`config.mk`:
```
export PLATFORM = sky130hd
export DESIGN_NAME = rc4_key_mem
export DESIGN_NICKNAME = d
export VERILOG_FILES = /design/src/design/rc4_pkg.sv /design/src/design/rc4_key_mem.sv
export SDC_FILE = /design/constraint.sdc
export NUM_CORES = 2
export LEC_CHECK = 0
export BUFFER_PORTS_ARGS = -buffer_cell sky130_fd_sc_hd__buf_4
export CAP_MARGIN = 40
export CORE_AREA = 2 2 301 451
export CTS_BUF_LIST = sky130_fd_sc_hd__clkbuf_8 sky130_fd_sc_hd__clkbuf_16
export CTS_CLUSTER_SIZE = 40
export DETAILED_ROUTE_END_ITERATION = 8
export DIE_AREA = 0 0 303 453
export PLACE_DENSITY = 0.78
export SKIP_CTS_REPAIR_TIMING = 1
export SLEW_MARGIN = 25
export SYNTH_ARGS = -nofsm -noshare
export SYNTH_HDL_FRONTEND = slang
export SYNTH_SLANG_ARGS = --single-unit
```
`constraint.sdc`:
```
create_clock -name i_clk -period 2.5 [get_ports i_clk]
set_input_delay 0.125 -clock i_clk [delete_from_list [all_inputs] [get_ports i_clk]]
set_output_delay 0.125 -clock i_clk [all_outputs]
set_load 0.1 [all_outputs]
```
`src/design/rc4_pkg.sv`:
```
// rc4 cipher core package: byte types, opcodes, register widths and the sbox port bundle
// no dependencies; used by the interfaces, the memories and the top level
`default_nettype none

package rc4_pkg;

    typedef logic [7:0] t_byte;

    // configuration register width and reset value
    localparam int unsigned LEN_W = 9;
    typedef logic [LEN_W-1:0] t_len;
    localparam t_len KEY_LEN_RESET = t_len'(16);

    // operation codes carried by an input transfer
    typedef logic [1:0] t_opcode;
    localparam t_opcode OP_LOAD_KEY = 2'd0;
    localparam t_opcode OP_SCHEDULE = 2'd1;
    localparam t_opcode OP_CRYPT    = 2'd2;

    // one write and one read request to the sbox memory in a cycle
    typedef struct packed {
        logic  we;
        t_byte waddr;
        t_byte wdata;
        logic  re;
        t_byte raddr;
    } t_sbox_req;

endpackage

`default_nettype wire

```
`src/design/rc4_key_mem.sv`:
```
// key byte store: one write port, one read port with registered read data
// depends on rc4_pkg
`default_nettype none

module rc4_key_mem #(
    parameter int unsigned DEPTH = 256
) (
    input  wire logic                                         i_clk,
    input  wire logic                                         i_we,
    input  wire logic [((DEPTH > 1) ? $clog2(DEPTH) : 1)-1:0] i_waddr,
    input  wire rc4_pkg::t_byte                               i_wdata,
    input  wire logic [((DEPTH > 1) ? $clog2(DEPTH) : 1)-1:0] i_raddr,
    output rc4_pkg::t_byte                                    o_rdata
);

    rc4_pkg::t_byte r_mem [DEPTH];
    rc4_pkg::t_byte r_rdata;

    always_ff @(posedge i_clk) begin
        if (i_we) begin
            r_mem[i_waddr] <= i_wdata;
        end
        r_rdata <= r_mem[i_raddr];
    end

    assign o_rdata = r_rdata;

endmodule

`default_nettype wire

```
# --- Word-level counts from Yosys, hierarchy flattened ---
# Memory sizes are Yosys's and may differ from the RTL's. A register that Yosys moved wholly into a read port is not among the register bits.
# Cells that the tools add are included.
word_totals:
  ff_bits: 0
  ramBits: 2048
  out_inout_bits: 8
  memories: 1
classes:
  mux: 2
mem_list:
  columns: ["name", "words", "word_bits", "read_ports", "rd_clocked_by_memory_dff", "write_ports", "line", "rtl"]
  rows:
  - ["r_mem", 256, 8, 1, 1, 1, "rc4_key_mem.sv:16", "rc4_pkg::t_byte r_mem [DEPTH];"]
op_table:
  columns: ["operator", "count"]
  rows:
  - ["$mux 1", 2]

# --- Logic depth before layout (Yosys ltp) ---
depth:
  word_depth: 2
  mapped_depth: 11
  depth_no_buf: 6

# --- Worst setup path after synthesis ---
# No wires, ideal clock.
synth_timing:
  path_type: "input to register"
  startpoint: "in i_raddr[0] (netlist name)"
  endpoint: "reg r_rdata[2] (netlist: o_rdata[2]), read port of r_mem"
  setup_time_ns: 0.131
  arrival_time_ns: 1.932
  required_time_ns: 2.369
  setup_slack_ns: 0.437
  cell_stages: 9
  cell_sequence: "buf_6 -> buf_12 -> buf_8 -> buf_2 -> mux4_2 -> a22oi_1 -> a21oi_1 -> nor4_1 -> nor4_2"
synth_rtl:
  columns: ["element", "line", "rtl"]
  rows:
  - ["start: declaration", "rc4_key_mem.sv:12", "input wire logic [((DEPTH > 1) ? $clog2(DEPTH) : 1)-1:0] i_raddr,"]
  - ["end: declaration", "rc4_key_mem.sv:17", "rc4_pkg::t_byte r_rdata;"]

==> results.yml <==
worst_setup_path:
  crit_start: "r_mem[154][6]"
  critical_path.endpoint_type: "flip-flop"
  critPathLaunchType: "flip-flop"
  worstPathMaxFanout: 1
  worstSetupPathType: "reg -> reg"
  r2r_end: "o_rdata[6]"
  r2r-start: "r_mem[154][6]"
  r2r_setup_slack_ns: -0.12
  arrival_ns: 3.31
  worstPathRequired_ns: 3.19
  worstRegToRegCells: 6
cells_and_area:
  nFillCells: 7469
  mostFrequentLayoutCell: "edfxtp_1"
  post-route-util_pct: 69.14
  syn2layout_area_growth_pct: 15.74
  mostFrequentLayoutCells: "2048 x edfxtp_1, 560 x buf_4, 454 x mux4_2"
  nets: 4354
  drive_gt1_share_pct: 31.12
  stdcell_area_um2: 92070
logic_synthesis:
  synth_cells: 3733
  yosys.cell_types.count: 55
  yosysSeqAreaShare_pct: 77.50
  synth_fp_nets: 3759
  ys_seq_elements: 2056
  synth_warnings: 0
  synth_area_um2: 79560
  async_flop_share_pct: 0
  ys.flop_type: "edfxtp_1"
  synth.avg_cell_area_um2: 21.31
  synth_edf_count: 2048
global_routing:
  grt-ovfl-total: 0
  grt_antenna_before_repair: 6
  grt_max_degree: 111
  grt_pass1_wl_um: 292300
  grt_pass1_vias: 42980
  grt_usage_pct: 30.00
route:
  drc: 2
  wl_per_cell_um: 32.61
  firstDrtPassIters: 9
  drt_iter0_drc: 5850
  vias: 42030
  vias_per_cell: 6.765
  routed_wl_um: 202600
  ant_nets: 0
sta:
  hold_viol: 0
  setup_viol: 2
  worst_pin_slew_ns: 0.8493
  finalWorstSetupSlack_ns: -0.1179
  drv_slew: 0
  fmax_mhz: 382.0
  skew_ns: 0.02132
  relSlewSlack_pct: 42.86
  period_needed_ns: 2.618
  min_period_over_period_pct: 104.7
power_and_ir_drop:
  finalPower_w: 0.06908
  vdd_ir_drop_max_v: 0.0005367
  leakage_nw: 29.82
  power_density_nw_per_um2: 750.2
clock_tree:
  path_clk_slew_ns: 0.07
  cts_made_buffers: 169
  tritoncts: "yes"
  root_buffer: "clkbuf_16"
  htreeDepth: 4
  cts_sinks: 2056
  clock_latency_ns: 0.82
  clock_path_buffers: 3
place:
  post_dp_cell_area_um2: 86250
  dpl.hpwl_um: 128200
  gp_congestion: 0.8866
  post-place-ws_ns: -0.6628
  io_buffers: 33
floorplanning:
  io_pins: 34
  die_w_um: 303
  die-area_um2: 137300
  start_util_pct: 59.74
  core_um2: 133200
  row_count: 164
  die_h_um: 453
hold_path:
  hold_path_depth: 4
  hp-start: "i_waddr[4]"
  hold_path_class: "in -> reg"
  min_to: "r_mem[62][6]"
outcome:
  status: "finished with violations"
  violations: "DRC, setup timing"
run:
  cap_violations: 0
## sequential cells by signal, indices dropped and copies added, names as in the netlist
signal and cells:
r_mem 2048, o_rdata 8
## stage by stage
step / hold WS [ns] / setup TNS (ns) / instances
floorplan: 0.2239 / 0 / 3733
global placement: 0.6687 / -6.134 / 5889
detailed placement: 0.6779 / -4.127 / 5891
CTS: -0.1839 / -1.170 / 6201
global route: 0.07514 / -0.09972 / 6212
finish: 0.07845 / -0.2282 / 6213
## logic make-up after synthesis
group	after synthesis	share of synthesized area (%)
buffers and inverters	235	1.831
AO/OA/AOI/OAI	385	3.419
flip-flops	2056	77.50
AND/OR/NAND/NOR	466	2.628
multiplexers	591	14.62
## layout make-up
| type | count | area [um^2] | area share [%] |
|---|---|---|---|
| inverters | 2 | 7.507 | 0.008153 |
| repair buffers | 657 | 5998 | 6.515 |
| diodes | 3 | 7.507 | 0.008153 |
| multi-input cells | 1442 | 16570 | 18.00 |
| well taps | 1743 | 2181 | 2.369 |
| clock inverters | 134 | 1277 | 1.387 |
| flip-flops and latches | 2056 | 61660 | 66.97 |
| clock buffers | 176 | 4370 | 4.747 |
## metal layers
layer | up-vias | global-route usage [%] | wire length (um)
met5 | - | 0 | 27
met4 | 4 | 17.26 | 13070
met3 | 624 | 5.912 | 18370
met2 | 2817 | 50.87 | 104900
met1 | 21750 | 35.92 | 66210
li1 | 16840 | - | -
## where the power goes
part	internal (W)	switching, W	total [W]
clock	0.0150	0.0120	0.0270
sequential	0.0380	0.0000716	0.0380
combinational	0.00155	0.00252	0.00408
## synth_stat cells, types with 10 or more instances
cell type,number,area share (%)
clkbuf_1,111,0.52
nor3_1,22,0.14
buf_2,31,0.20
o22ai_1,28,0.22
nor2_1,282,1.3
nand2_1,33,0.16
nor2b_1,31,0.24
edfxtp_1,2048,77
a21oi_1,96,0.60
a22oi_1,133,1.3
o221ai_1,46,0.51
buf_8,13,0.25
mux2i_1,134,1.7
o21ai_0,10,0.063
o211ai_1,10,0.094
nand4_1,10,0.079
a211oi_1,16,0.15
nand3_1,34,0.21
mux4_2,454,13
buf_1,22,0.10
nor4_1,24,0.19
buf_4,27,0.25
buf_6,21,0.30
a221oi_1,13,0.14
## worst max-delay path: stages, from the launching register on
cell      delay, ns
edfxtp_1       0.37
mux4_2         0.48
a22oi_1        0.34
a21oi_1        0.25
nor4_1         0.76
buf_4          0.24
nor4_2         0.05
## how the worst max path moves through the flow
stage,to,slack [ns]
finish,o_rdata[6],-0.12
global placement,o_rdata[7],-1.22
floorplan,o_rdata[2],0.44
global route,o_rdata[7],-0.07
CTS,o_rdata[5],-0.32
detailed placement,o_rdata[4],-0.66
(Power assumes the default switching activity.)
