`config.mk`:
```
export PLATFORM = sky130hd
export DESIGN_NAME = rc4_sbox_mem
export DESIGN_NICKNAME = d
export VERILOG_FILES = /design/src/design/rc4_pkg.sv /design/src/design/rc4_sbox_mem.sv
export SDC_FILE = /design/constraint.sdc
export NUM_CORES = 2
export LEC_CHECK = 0
export BUFFER_PORTS_ARGS = -buffer_cell sky130_fd_sc_hd__buf_2
export CELL_PAD_IN_SITES_DETAIL_PLACEMENT = 0
export CELL_PAD_IN_SITES_GLOBAL_PLACEMENT = 1
export CORE_MARGIN = 2
export CORE_UTILIZATION = 55
export DETAILED_ROUTE_END_ITERATION = 8
export GPL_TIMING_DRIVEN = 0
export PLACE_DENSITY_LB_ADDON = 0.15
export SETUP_SLACK_MARGIN = 0.02
export SYNTH_ARGS = -nofsm -noshare
export SYNTH_HDL_FRONTEND = slang
export SYNTH_SLANG_ARGS = --single-unit
```
`constraint.sdc`:
```
create_clock -name i_clk -period 7.7 [get_ports i_clk]
set_input_delay 0.77 -clock i_clk [delete_from_list [all_inputs] [get_ports i_clk]]
set_output_delay 0.77 -clock i_clk [all_outputs]
set_load 0.01 [all_outputs]
```
`src/design/rc4_pkg.sv`:
```
// rc4 cipher core package: byte types, opcodes, register widths and the sbox port bundle
// no dependencies; used by the interfaces, the memories and the top level
`default_nettype none

package rc4_pkg;

    typedef logic [7:0] t_byte;

    // configuration register width and reset value
    localparam int unsigned LEN_W = 9;
    typedef logic [LEN_W-1:0] t_len;
    localparam t_len KEY_LEN_RESET = t_len'(16);

    // operation codes carried by an input transfer
    typedef logic [1:0] t_opcode;
    localparam t_opcode OP_LOAD_KEY = 2'd0;
    localparam t_opcode OP_SCHEDULE = 2'd1;
    localparam t_opcode OP_CRYPT    = 2'd2;

    // one write and one read request to the sbox memory in a cycle
    typedef struct packed {
        logic  we;
        t_byte waddr;
        t_byte wdata;
        logic  re;
        t_byte raddr;
    } t_sbox_req;

endpackage

`default_nettype wire

```
`src/design/rc4_sbox_mem.sv`:
```
// 256-entry permutation memory: one write and one read a cycle, registered read data
// a read of the entry being written in the same cycle returns the new value; depends on rc4_pkg
`default_nettype none

module rc4_sbox_mem (
    input  wire logic               i_clk,
    input  wire rc4_pkg::t_sbox_req i_req,
    output rc4_pkg::t_byte          o_rdata
);

    rc4_pkg::t_byte r_mem [256];
    rc4_pkg::t_byte r_rdata;

    always_ff @(posedge i_clk) begin
        if (i_req.we) begin
            r_mem[i_req.waddr] <= i_req.wdata;
        end
        if (i_req.re) begin
            if (i_req.we && (i_req.waddr == i_req.raddr)) begin
                r_rdata <= i_req.wdata;
            end else begin
                r_rdata <= r_mem[i_req.raddr];
            end
        end
    end

    assign o_rdata = r_rdata;

endmodule

`default_nettype wire

```
# After elaboration in Yosys (flattened, before gate mapping)
# Memories as Yosys holds them, arrays and structs flattened. A register that Yosys moved wholly into a read port is not among the register bits.
# Index checks and enable logic that the tools add are counted.
# totals
n_memories,1
mem_bits_rw,2048
wordCells,3
ff_bits,0
in_bits,27
# mem_list
memory,depth,width,rd,rd_ports_with_merged_regs,wr,line,rtl
r_mem,256,8,1,1,1,rc4_sbox_mem.sv:11,rc4_pkg::t_byte r_mem [256];
# op_classes
n_mux,2
# ops
operator,count
$mux 1,2

# Depth between registers and ports, before layout
# logic_depth
ltp_word,2
ltp_mapped,12
ltp_nobuf,7

# Worst setup path before layout
# OpenSTA, ideal clock, no wires.
# synth_path
path_kind,input to register
startpoint,in i_req[1] in the netlist's numbering
endpoint,"reg r_rdata[4], in the netlist o_rdata[4] (read register of r_mem) (data pin)"
path_buffers,3
path_slack_ps,4515
path_stages,9
setup_ps,272
arrival_time_ps,2913
path_cell_list,buf_2 -> buf_2 -> buf_1 -> mux4_2 -> a21oi_1 -> nor3_1 -> or4_1 -> a2111oi_0 -> a21oi_1
# synth_rtl
element,line,rtl
from (decl),rc4_sbox_mem.sv:7,"input wire rc4_pkg::t_sbox_req i_req,"
to (decl),rc4_sbox_mem.sv:12,rc4_pkg::t_byte r_rdata;

==> results.json <==
{
  "hp-class": "input port to flip-flop",
  "final.min_clock_period_ns": 6.247,
  "seq_area_frac_synth": 0.7734,
  "first_iter_violations": 6544,
  "drc": 0,
  "critPathArrivalTime_ns": 6.72,
  "io_buffers": 27,
  "core.rowCount": 139,
  "dp_hpwl_um": 157100,
  "crit_start": "i_req[1]",
  "worst_setup_path_start_kind": "input port",
  "ir_drop_uv": 206.2,
  "fp.dieH_um": 385.0,
  "track_usage": 0.3191,
  "endpoint_kind": "flip-flop",
  "setup_viol": 0,
  "cts.path.max_buffers": 3,
  "finalCritPeriodShare": 0.8113,
  "ys_ff_latch": 2056,
  "fillers": 10130,
  "rr_worst_depth": 6,
  "post_cts_resized": 0,
  "cts_max_level": 4,
  "synthMostInstantiatedCell": "edfxtp_1",
  "numClockSinks": 2056,
  "clock.fmax_ghz": 0.1601,
  "antenna_found_initial": 16,
  "hold_depth": 1,
  "grt_pass1_wl_um": 320700,
  "avgSynthCellArea_um2": 19.92,
  "final_nets": 4278,
  "grt_max_degree": 174,
  "max_slew_margin": -0.02772,
  "holdWs_ns": 0.2687,
  "finalHoldViolCount": 0,
  "rsz0062_at_grt": "no",
  "dieArea_mm2": 0.1482,
  "postCtsSetupBuffers": 0,
  "dr.pass1.iters": 6,
  "synth_ff_type": "edfxtp_1",
  "hold_end": "o_rdata[4]$_DFFE_PP_",
  "worst_slew_pin_slew_ns": 1.503,
  "r2r_start": "r_mem[183][0]$_DFFE_PP_",
  "synth_common_cells": "2056 x edfxtp_1, 350 x mux4_2, 315 x mux2i_1",
  "regArea_mm2": 0.06174,
  "p_leak_nw": 28.08,
  "die_x_um": 385.0,
  "synth_area_leaders": "edfxtp_1 77%, mux4_2 9.9%, mux2i_1 3.9%",
  "synth_edf_count": 2056,
  "synthCells": 4007,
  "netlist.area_leader.share": 0.7734,
  "cts_root_buf": "clkbuf_16",
  "wirelength_um": 234600,
  "outcome": "complete, but fails checks",
  "synth-async-reset-ratio": 0,
  "wl_per_cell_um": 37.03,
  "cts_buffers": 204,
  "viasPerCell": 6.686,
  "path_class": "input port to flip-flop",
  "maxSlewViolCount": 2,
  "ios": 35,
  "violations": "max-capacitance violations, max-slew violations",
  "cts_hold_buffers": 0,
  "cts_tree": "yes",
  "start_util": 0.5551,
  "yosysWarnings": 0,
  "fin_util": 0.6199,
  "grt_pass1_vias": 40680,
  "worst_clock_skew_ns": 0.04106,
  "place_congestion": 1.020,
  "synthDistinctLibCells": 47,
  "coreArea_mm2": 0.1438,
  "insertion_delay_ns": 0.84,
  "yosys.area.top_type": "edfxtp_1",
  "hp-start": "i_req[8]",
  "netlist_area_mm2": 0.07983,
  "grt_overflow": 0,
  "crit_path_max_fanout": 10,
  "drv_cap": 3,
  "powerDensity_mw_per_mm2": 261.4,
  "antenna_left": 0,
  "path_clk_slew_ns": 0.06,
  "vias": 42370,
  "reg2reg_slack_ns": 3.38,
  "multi_input_comb_area_mm2": 0.01682,
  "synth_nets": 4034,
  "timing.rr.end": "o_rdata[0]$_DFFE_PP_",
  "area_growth_pct": 11.68,
  "setup_tns_ns": 0,
  "drive_gt1_frac": 0.1761,
  "crit_required_ns": 8.17
}
kinds of logic after synthesis:
family / count (synthesis) / share of synthesized area
DFF: 2056 / 0.7734
muxes: 665 / 0.1382
and+or+nand+nor: 541 / 0.02970
AOI/OAI and AO/OA: 480 / 0.04194
buffers and inverters: 257 / 0.01589
xor gates and xnor gates: 8 / 0.0008777
how the worst max path moves through the flow:
| stage | to | slack [ns] |
|---|---|---|
| after floorplan | o_rdata[4]$_DFFE_PP_ | 4.51 |
| after global placement | o_rdata[4]$_DFFE_PP_ | 0.41 |
| after detailed placement | o_rdata[3]$_DFFE_PP_ | 0.82 |
| after CTS | o_rdata[3]$_DFFE_PP_ | 1.72 |
| after global routing | o_rdata[2]$_DFFE_PP_ | 1.80 |
| final | o_rdata[2]$_DFFE_PP_ | 1.45 |
flip-flops by register name (all words and copies together) (netlist names):
name	count
o_rdata	8
r_mem	2048
worst max-delay path: stages:
cell       delay [ns]
buf_2            0.30
buf_2            0.65
buf_2            0.55
buf_2            0.65
buf_1            1.08
mux4_2           0.47
a22oi_1          0.21
a41oi_1          0.31
a2111oi_0        1.27
a21oi_1          0.38
final cells by class:
cell class,instances,area share
multi-input cells,1694,0.1887
well taps,1903,0.02671
inverters,7,0.0002947
clock inverters,119,0.01152
repair buffers,38,0.005277
diodes,10,0.0002807
flip-flops and latches,2056,0.6925
clock buffers,260,0.06081
plain buffers,250,0.01395
report_power, final:
group | internal (mW) | switching, mW | total [mW]
Combinational | 0.363 | 0.912 | 1.28
Sequential | 12.3 | 0.00646 | 12.4
Clock | 5.45 | 4.23 | 9.68
Total | 18.2 | 5.15 | 23.3
stage by stage:
| step | instance area [um2] | cells | setup WS [ns] | power [mW] |
|---|---|---|---|---|
| final | 89160 | 6337 | 1.453 | 23.31 |
| after global placement | 82350 | 5937 | 0.4127 | 13.84 |
| after detailed placement | 82660 | 5946 | 0.8175 | 13.84 |
| after CTS | 89100 | 6325 | 1.724 | 23.32 |
| after global routing | 89150 | 6332 | 1.801 | 23.81 |
| after floorplan | 79830 | 4007 | 4.515 | 13.18 |
metal layers:
metal,global-route usage,up-vias,share of wire
met4,0.1289,12,0.042
met1,0.4509,22120,0.39
met2,0.4746,2693,0.45
met3,0.08968,431,0.12
met5,0,-,0.00029
li1,-,17110,-
layout by cell type, fill, tap and decap left out, types with 40 or more instances in the layout:
| master | count |
|---|---|
| edfxtp_1 | 2056 |
| mux4_2 | 350 |
| mux2i_1 | 315 |
| nor2_1 | 295 |
| clkbuf_16 | 209 |
| clkbuf_1 | 177 |
| a22oi_1 | 98 |
| nand2_1 | 79 |
| buf_2 | 72 |
| a21oi_1 | 71 |
| o22ai_1 | 65 |
| o21ai_0 | 62 |
| a221oi_1 | 59 |
| clkinv_1 | 55 |
| a211oi_1 | 43 |
| buf_4 | 42 |
| nor3_1 | 40 |
(Power assumes the default switching activity.)
